$ cat src/sv/rlf_pkg.sv
package rlf_pkg;

    localparam int unsigned RUN_DEPTH_DEFAULT = 64;

    localparam int unsigned VALUE_W  = 32;
    localparam int unsigned COUNT_W  = 32;
    localparam int unsigned ENTRY_W  = VALUE_W + COUNT_W;
    localparam int unsigned SUM_W    = 64;
    localparam int unsigned STATUS_W = 2;

    localparam logic FUNC_PUSH = 1'b0;
    localparam logic FUNC_TAKE = 1'b1;

    localparam logic [STATUS_W-1:0] ST_OK         = 2'd0;
    localparam logic [STATUS_W-1:0] ST_PUSH_FULL  = 2'd1;
    localparam logic [STATUS_W-1:0] ST_TAKE_SHORT = 2'd2;

    typedef enum logic [2:0] {
        S_IDLE,
        S_CHECK,
        S_READ,
        S_MUL,
        S_ACC,
        S_DONE
    } t_state;

    typedef struct packed {
        logic clr;
        logic load;
        logic acc;
    } t_mac_ctl;

endpackage

$ cat src/sv/rlf_mac.sv
module rlf_mac (
    input  logic                          i_clk,
    input  rlf_pkg::t_mac_ctl             i_ctl,
    input  logic [rlf_pkg::VALUE_W-1:0]   i_value,
    input  logic [rlf_pkg::COUNT_W-1:0]   i_units,
    output logic [rlf_pkg::SUM_W-1:0]     o_sum
);

    localparam int unsigned SW = rlf_pkg::SUM_W;

    logic [rlf_pkg::VALUE_W-1:0] r_a;
    logic [rlf_pkg::COUNT_W-1:0] r_b;
    logic [rlf_pkg::SUM_W-1:0]   r_prod;
    logic [rlf_pkg::SUM_W-1:0]   r_sum;

    // Operands are captured first, the product is registered next cycle,
    // and the accumulator adds it in the cycle after that.
    always_ff @(posedge i_clk) begin
        if (i_ctl.load) begin
            r_a <= i_value;
            r_b <= i_units;
        end
        r_prod <= SW'(r_a) * SW'(r_b);
        if (i_ctl.clr) begin
            r_sum <= '0;
        end else if (i_ctl.acc) begin
            r_sum <= r_sum + r_prod;
        end
    end

    assign o_sum = r_sum;

endmodule

$ cat config.mk
export PLATFORM = sky130hd
export DESIGN_NAME = rlf_mac
export DESIGN_NICKNAME = d
export VERILOG_FILES = /design/src/sv/rlf_pkg.sv /design/src/sv/rlf_mac.sv
export SDC_FILE = /design/constraint.sdc
export NUM_CORES = 2
export LEC_CHECK = 0
export BUFFER_PORTS_ARGS = -buffer_cell sky130_fd_sc_hd__buf_2
export CAP_MARGIN = 0
export CORE_MARGIN = 3
export CORE_UTILIZATION = 50
export DETAILED_ROUTE_END_ITERATION = 8
export PLACE_DENSITY_LB_ADDON = 0.2
export SYNTH_ARGS = -nofsm -noshare
export SYNTH_HDL_FRONTEND = slang
export SYNTH_SLANG_ARGS = --single-unit
$ cat constraint.sdc
create_clock -name i_clk -period 15.43 [get_ports i_clk]
set_input_delay 0 -clock i_clk [delete_from_list [all_inputs] [get_ports i_clk]]
set_output_delay 0 -clock i_clk [all_outputs]
set_load 0.02 [all_outputs]
==> flow_summary.yaml <==
status:
  status: "completed"
cts:
  cts.clk_slew.worst_paths_ps: 100
  cts_root_buf: "clkbuf_16"
  h-tree-depth: 4
  clk_latency_ps: 540
  numCtsBuffers: 17
  cts.sinks: 192
  clock_path_buffers: 2
  cts_tree: "done"
  post-cts-setup-buffers: 0
  cts.repair.resized: 0
timing:
  fin_tns_setup_ps: 0
  layout_worst_path_cycle_share_pct: 54.5
  finalMaxSlewViolations: 0
  worstMarginPinSlew_ps: 778
  hold_violations: 0
  rsz0062_at_grt: "no"
  fmax_mhz: 119
  relSlewSlack_pct: 47.3
  min_period_ps: 8410
  finalSetupViolations: 0
  skew_ps: 35.2
floorplan:
  io_pins: 132
  floorplan.initialDensity_pct: 50.8
  die_h_um: 299
  die_x_um: 299
  core_um2: 84200
  die_area_um2: 89100
  rows: 106
synth:
  synth_ff_type: "dfxtp_1"
  syn_area_um2: 42800
  yosysUniqueCellTypes: 70
  synthMuxAreaShare_pct: 0.983
  ys_seq_area_share_pct: 10.5
  synth_edf_count: 64
  ys_ff_latch: 192
  synth-simple-area-share_pct: 17.0
  yosysTopAreaCell: "fa_1"
  avgSynthCellArea_um2: 9.18
  synth_top_area_share_pct: 42.0
  synth-compound-area-share_pct: 7.27
  synthTopCellsByArea: "fa_1 (42%), ha_1 (9.5%), and2_1 (9.2%), inv_1 (8.2%), dfxtp_1 (6.0%)"
  ys_warn_count: 0
  synth_nets: 5950
  syn_inst: 4659
  synth_top_family_by_area: "adder cells"
  postSynth.asyncResetShare_pct: 0
  synthAdderAreaFrac_pct: 51.5
  synth_xor_area_share_pct: 2.31
worst_setup_path:
  r2r-start: "r_a[11]$_DFFE_PP_"
  path_cells: "buf_4 > nand2_1 > fa_1 > inv_1 > fa_1 > fa_1 > fa_1 > fa_1 > fa_1 > fa_1 > inv_1 > fa_1 > inv_1 > ha_1 > nand2_1 > o21ai_1 > a2111oi_0 > and3_1 > nand3_1 > nand3_1 > o41ai_2 > nand3_1 > o21ai_1 > xor2_1"
  max_stage_delay_ps: 750
  critPathRequiredTime_ps: 15880
  critPathMaxFanout: 19
  startpoint_type: "register"
  cpMostUsedCell: "fa_1"
  cp_num_buf_inv: 4
  cp_slowest_cell: "edfxtp_1"
  crit_path_start: "r_a[11]$_DFFE_PP_"
  crit_arrival_ps: 8860
  worst_setup_path_end_kind: "register"
  worstSetupPathType: "reg2reg"
  path_delay_family: "adder cells"
detailed_routing:
  wire_per_inst_um: 20.6
  first_pass_iters: 5
  drc: 0
  postRouteAntennaNets: 0
  vias: 31700
  vias_per_cell: 5.43
  drt_wl_total_um: 120000
  drtIter0Drc: 1917
placement:
  dp_hpwl_um: 90500
  port_buffers: 131
  post_dp_cell_area_um2: 44400
  place_congestion: 0.946
final_layout:
  final_nets: 5980
  fill_cells: 7816
  drive_gt1_share_pct: 5.34
  syn2layout_area_growth_pct: 6.83
  final_area_um2: 45700
grt:
  grt_max_degree: 48
  grt_antenna_before_repair: 4
  grt_pass1_wl_um: 192000
  overflow: 0
  track_usage_pct: 27.9
  grt_pass1_vias: 33600
worst_hold_path:
  hold_path_class: "in2reg"
  hold_start: "i_value[25]"
job:
  timing.max_cap.violations: 0
through the flow:
stage	hold WS (ps)	setup WS (ps)	cells	utilization (%)
5_1_grt	156	6670	5836	54.3
3_3_place_gp	176	7230	5737	52.7
2_1_floorplan	98.9	8300	4659	-
3_5_place_dp	178	7080	5737	52.7
4_1_cts	123	7060	5836	54.3
6_report	166	7020	5838	54.3
cell families after synthesis:
family / Yosys count
muxes: 42
buffers and inverters: 1187
AOI/OAI and AO/OA: 473
adders and majority gates: 1223
DFF: 192
and+or+nand+nor: 1429
xor gates and xnor gates: 113
cells in the final DEF (no fill, tap or decap), types with 28 or more instances in the layout:
cell type	instances
edfxtp_1	64
nand2_1	513
buf_2	130
o21ai_0	65
o21bai_1	28
dfxtp_1	128
fa_1	897
nor2_1	125
nand4_1	35
and2_1	631
a21oi_1	146
dlygate4sd3_1	67
inv_1	931
buf_4	69
nand3_1	39
xnor2_1	71
mux2i_1	42
xor2_1	42
a21o_1	74
ha_1	326
area by class of cell:
cell class | count | area [um^2] | share of cell area [%]
clock buffers | 19 | 475 | 1.04
inverters | 932 | 3500 | 7.65
well taps | 1134 | 1420 | 3.10
flip-flops and latches | 192 | 4480 | 9.81
diodes | 2 | 5.00 | 0.0109
multi-input cells | 3280 | 33800 | 74.0
clock inverters | 13 | 144 | 0.315
repair buffers | 266 | 1840 | 4.02
path summary, 6_finish.rpt:
path	slack (ps)	cells past startpoint	endpoint
worst max-delay path	7020	24	r_prod[59]$_DFF_P_
worst min-delay path	170	2	r_a[25]$_DFFE_PP_
worst max register to register	7020	24	r_prod[59]$_DFF_P_
worst min register to register	520	2	o_sum[63]$_SDFFE_PP0P_
synth_stat cells, types with 4 or more instances:
cell type  instances
inv_1            931
fa_1             897
and2_1           631
nand2_1          513
ha_1             326
clkbuf_1         249
a21oi_1          146
dfxtp_1          128
nor2_1           125
a21o_1            74
xnor2_1           71
o21ai_0           65
edfxtp_1          64
mux2i_1           42
xor2_1            42
nand3_1           39
nand4_1           35
o21bai_1          28
nor3_1            21
o21a_1            21
o21ai_1           21
a31oi_1           20
and3_1            19
nor2b_1           10
o211ai_1           9
a211oi_1           8
nand2b_1           8
nor4_1             7
o22ai_1            7
o31ai_1            7
or2_2              6
nand4b_1           5
or3_1              5
a221o_1            4
a221oi_1           4
a32oi_1            4
a41oi_1            4
o311ai_1           4
state kept, by name, indices dropped and copies added (netlist names):
register  cells
r_a          32
r_prod       64
o_sum        64
r_b          32
layer usage:
| layer | global-route usage [%] | vias up | share of wire [%] |
|---|---|---|---|
| li1 | - | 14200 | - |
| met1 | 39.0 | 16300 | 44 |
| met2 | 44.9 | 1055 | 46 |
| met3 | 5.45 | 166 | 7.4 |
| met4 | 6.43 | 0 | 2.2 |
| met5 | 0 | - | 0 |
what timing repair did:
item | in CTS | in global routing
hold buffers | 67 | 0
hold endpoints to repair | 98 | 0
setup endpoints to repair | 0 | 0
Power is left out: the tool's default activity adds up to more than one toggle a clock period on the data nets, which glitch-free logic cannot reach.
