--- config.mk ---
export PLATFORM = sky130hd
export DESIGN_NAME = rlf_ram
export DESIGN_NICKNAME = d
export VERILOG_FILES = /design/src/sv/rlf_ram.sv
export SDC_FILE = /design/constraint.sdc
export NUM_CORES = 2
export LEC_CHECK = 0
export BUFFER_PORTS_ARGS = -buffer_cell sky130_fd_sc_hd__buf_2
export CAP_MARGIN = 20
export CORE_MARGIN = 1
export CORE_UTILIZATION = 59
export CTS_BUF_LIST = sky130_fd_sc_hd__clkbuf_8
export CTS_CLUSTER_SIZE = 8
export DETAILED_ROUTE_END_ITERATION = 6
export GPL_TIMING_DRIVEN = 0
export HOLD_SLACK_MARGIN = 0.15
export PLACE_DENSITY = 0.75
export SLEW_MARGIN = 20
export SYNTH_ARGS = -nofsm -noshare
export SYNTH_HDL_FRONTEND = slang
export SYNTH_SLANG_ARGS = --single-unit
--- constraint.sdc ---
create_clock -name i_clk -period 10 [get_ports i_clk]
set_input_delay 0.5 -clock i_clk [delete_from_list [all_inputs] [get_ports i_clk]]
set_output_delay 0.5 -clock i_clk [all_outputs]
set_load 0.02 [all_outputs]
--- src/sv/rlf_ram.sv ---
module rlf_ram #(
    parameter int unsigned WIDTH = 64,
    parameter int unsigned DEPTH = 64
) (
    input  logic                     i_clk,
    input  logic                     i_we,
    input  logic [$clog2(DEPTH)-1:0] i_waddr,
    input  logic [WIDTH-1:0]         i_wdata,
    input  logic                     i_re,
    input  logic [$clog2(DEPTH)-1:0] i_raddr,
    output logic [WIDTH-1:0]         o_rdata
);

    logic [WIDTH-1:0] r_mem [DEPTH];
    logic [WIDTH-1:0] r_rdata;

    always_ff @(posedge i_clk) begin
        if (i_we) begin
            r_mem[i_waddr] <= i_wdata;
        end
        if (i_re) begin
            r_rdata <= r_mem[i_raddr];
        end
    end

    assign o_rdata = r_rdata;

endmodule

==> parameters.txt <==
Parameter                              Value

CTS
  Clock sink total ... 4160
  Clock transition time at the flip-flop clock pins of the worst setup and hold paths ... 0.07 ns
  Setup repair bufs after CTS ... 0
  Post-CTS Hold Buffers ... 15
  Number of gates given a new drive strength after cts ... 0
  Number of buffers added by the clock tree synthesis step ... 637
  Root Buffer Master ... sky130_fd_sc_hd__clkbuf_8
  Worst-skew pair later-pin latency ... 1.07 ns
  Clock tree from TritonCTS ... done
  Deepest clock path buffer count ... 4
  Number of H-tree branching levels ... 6

Setup path
  Top fanout value on the critical path ... 10
  Type of element launching the critical path ... input port
  Delay of the slowest critical-path stage ... 0.88 ns
  WS Path Type ... in2reg
  Data arrival time of the critical path ... 4.64 ns
  Endpoint class of the critical path ... register
  Reg-to-reg critical path startpoint ... r_mem[44][58]$_DFFE_PP_
  Crit-path cells ... buf_2, buf_4, buf_2, buf_2, buf_4, mux2i_1, o22ai_1, a31oi_1, a211oi_1
  Crit-path most repeated cell ... sky130_fd_sc_hd__buf_2
  Launching element of the worst setup path ... i_raddr[2]
  Data required time at the worst endpoint ... 10.70 ns
  Max stage delay cell, worst path ... sky130_fd_sc_hd__a211oi_1

Status
  Violated checks ... DRC
  Outcome ... finished with violations

Worst hold path
  Hold/Removal Path Class ... in2reg
  Worst hold path startpoint ... i_waddr[0]

Synthesis
  Biggest area consumer among synthesized cells ... sky130_fd_sc_hd__edfxtp_1
  Yosys warnings ... 0
  Synthesized net count ... 6677
  Dominant register cell in the synthesized netlist ... sky130_fd_sc_hd__edfxtp_1
  Fraction of registers with async set or reset after synthesis ... 0%
  Post-synthesis cell area ... 157000 um^2
  Commonest cells in the netlist ... 4160 x sky130_fd_sc_hd__edfxtp_1, 1024 x sky130_fd_sc_hd__mux4_2, 170 x sky130_fd_sc_hd__buf_2, 168 x sky130_fd_sc_hd__a22oi_1, 140 x sky130_fd_sc_hd__clkbuf_1
  Portion of synthesized cell area occupied by the leading cell type ... 79.57%
  Count of state elements after synthesis ... 4160
  Average cell area after synthesis ... 23.79 um^2
  Library cells used by synthesis ... 32
  Sequential-to-total area share from yosys stat ... 79.57%
  Cell types with the largest area share after synthesis ... sky130_fd_sc_hd__edfxtp_1 80%, sky130_fd_sc_hd__mux4_2 15%, sky130_fd_sc_hd__mux2i_1 0.86%
  Count of mapped cells out of synthesis ... 6598
  Most used standard cell by instance count after synthesis ... sky130_fd_sc_hd__edfxtp_1
  EDFF count, synth ... 4160

Die
  Core area ... 264900 um^2
  Area of the die ... 268100 um^2
  Die width ... 517.8 um
  Floorplan die height ... 517.8 um
  Std cell rows ... 189
  Number of top-level pins ... 143
  Starting density of the core ... 59.27%

Detailed routing
  DRC violation total after the first TritonRoute iteration ... 12650
  Wire length reported by the detailed router ... 417200 um
  Length of the first detailed-routing pass in iterations ... 7
  Count of unresolved DRC violations after routing ... 11
  Total via count in the routed design ... 79560
  Vias per cell ... 6.894
  Per-cell routed wire length ... 36.15 um
  Antenna Violating Nets Remaining ... 0

Timing
  Post-route minimum period ... 3.941 ns
  Final-report max-slew violation count ... 0
  Slew at the pin closest to its max-slew limit ... 1.294 ns
  Setup violators final ... 0
  Final Hold Violating Endpoints ... 0
  Largest clock skew in the final design ... 0.05244 ns
  Headroom to the max-slew limit ... 13.21%
  Summed negative setup slack over all endpoints ... 0 ns
  Final clock period utilization by the worst path ... 39.41%
  Setup repair after global routing missed its margin ... no
  Timing-limited maximum frequency ... 0.2538 GHz

GRT
  Grt ovf ... 0
  Pin count of the biggest net entering global routing ... 65
  First-pass GRT wire length ... 581200 um
  Combined global-route utilization of all metal layers ... 31.05%
  Met2 usage ... 47.97%
  Fraction of met3 tracks used by global routing ... 8.341%
  Layer with the highest usage after global routing ... met2
  Met1 track utilization from global routing ... 42.04%
  Via count of the first global-routing pass ... 79700
  Number of antenna violations at the first check in global routing ... 37

Place
  Buffers on Ports ... 134
  Post-DP HPWL ... 275900 um
  Placer's final routability congestion estimate ... 0.8591
  Dpl cells ... 10510

Finish
  Layout overhead on the synthesized area ... 13.97%
  Final instance count without filler cells ... 11540
  Total number of nets in the final design ... 7754
  Share of post-route cells with drive strength above 1 ... 30.30%

Power
  Worst supply voltage drop on vdd ... 0.1606 mV
  Leakage component of the power ... 56.71 nW
  Power Dens Cells ... 187.5 nW/um^2
  Overall power consumption ... 33.55 mW

Run
  Number of violations of the max-capacitance limit ... 0
[registers in the layout, indices dropped and copies added (netlist names)]
name	flops
o_rdata	64
r_mem	4096
[power breakdown]
part           switching [mW]  internal [mW]  total, mW  leakage (nW)
Sequential             0.0379           19.4       19.4          37.5
Clock                    6.24           6.00       12.2          6.00
Combinational            1.28          0.645       1.92          13.2
[worst max-delay path: cells and delay by family]
family                 cells  cell delay (ns)
buffers and inverters      5             2.14
AOI/OAI and AO/OA          3             1.83
muxes                      1             0.12
[final timing paths]
check                      endpoint  slack (ns)  cells after the start
max            o_rdata[6]$_DFFE_PP_        6.06                      9
min          r_mem[55][0]$_DFFE_PP_        0.22                      3
max reg2reg   o_rdata[58]$_DFFE_PP_        6.97                      5
min reg2reg   o_rdata[46]$_DFFE_PP_        0.94                      4
[layout by cell type, fill, tap and decap left out, types with 5 or more instances in the layout]
| cell type | n |
|---|---|
| sky130_fd_sc_hd__nand2_1 | 58 |
| sky130_fd_sc_hd__mux2i_1 | 135 |
| sky130_fd_sc_hd__clkbuf_8 | 649 |
| sky130_fd_sc_hd__mux4_2 | 1024 |
| sky130_fd_sc_hd__or2_2 | 28 |
| sky130_fd_sc_hd__o221ai_1 | 38 |
| sky130_fd_sc_hd__a41oi_2 | 5 |
| sky130_fd_sc_hd__clkbuf_1 | 133 |
| sky130_fd_sc_hd__inv_8 | 9 |
| sky130_fd_sc_hd__a31oi_1 | 17 |
| sky130_fd_sc_hd__diode_2 | 19 |
| sky130_fd_sc_hd__buf_1 | 19 |
| sky130_fd_sc_hd__inv_1 | 210 |
| sky130_fd_sc_hd__and3_1 | 64 |
| sky130_fd_sc_hd__buf_12 | 152 |
| sky130_fd_sc_hd__dlygate4sd3_1 | 62 |
| sky130_fd_sc_hd__buf_4 | 110 |
| sky130_fd_sc_hd__nand2b_1 | 11 |
| sky130_fd_sc_hd__or3_1 | 29 |
| sky130_fd_sc_hd__a22o_1 | 88 |
| sky130_fd_sc_hd__nor2_1 | 49 |
| sky130_fd_sc_hd__clkinv_1 | 59 |
| sky130_fd_sc_hd__inv_6 | 14 |
| sky130_fd_sc_hd__nor2_4 | 62 |
| sky130_fd_sc_hd__a2bb2oi_1 | 19 |
| sky130_fd_sc_hd__buf_6 | 9 |
| sky130_fd_sc_hd__clkinvlp_4 | 13 |
| sky130_fd_sc_hd__a41oi_1 | 21 |
| sky130_fd_sc_hd__clkbuf_2 | 7 |
| sky130_fd_sc_hd__a211oi_1 | 63 |
| sky130_fd_sc_hd__clkinv_2 | 10 |
| sky130_fd_sc_hd__nor2b_1 | 28 |
| sky130_fd_sc_hd__buf_16 | 68 |
| sky130_fd_sc_hd__a22oi_1 | 168 |
| sky130_fd_sc_hd__nand3_1 | 45 |
| sky130_fd_sc_hd__buf_2 | 246 |
| sky130_fd_sc_hd__o22ai_1 | 83 |
| sky130_fd_sc_hd__edfxtp_1 | 4160 |
[per-stage QoR]
| stage | util [%] | hold slack [ns] | setup slack [ns] | instance area [um^2] |
|---|---|---|---|---|
| after floorplan | - | 0.5989 | 4.064 | 157000 |
| after global placement | 61.20 | 0.9128 | -1.826 | 162100 |
| after detailed placement | 63.32 | 0.9197 | 5.275 | 167700 |
| after CTS | 67.29 | 0.1501 | 6.421 | 178200 |
| after global routing | 67.54 | 0.2301 | 6.336 | 178900 |
| final | 67.55 | 0.2218 | 6.059 | 178900 |
[cells by family after synthesis]
logic type / synth area share (%)
compound gates: 2.467
buf+inv: 1.176
flops: 79.57
mux: 15.55
simple gates: 1.235
[cell type report]
type | instances | area (um^2)
clock buffers | 649 | 8932
fillers | 15530 | 85940
inverters | 19 | 71.32
plain buffers | 370 | 1784
diodes | 19 | 47.55
clock inverters | 303 | 1451
multi-input cells | 2049 | 30750
repair buffers | 438 | 6545
well taps | 3533 | 4420
flip-flops and latches | 4160 | 124900
[layer usage]
metal  vias to the layer above  wire, um
met4                        22     20260
met1                     41420    143800
met3                      1027     56410
met5                         -       149
met2                      6431    196500
li1                      30660         -
(Power assumes the default switching activity.)
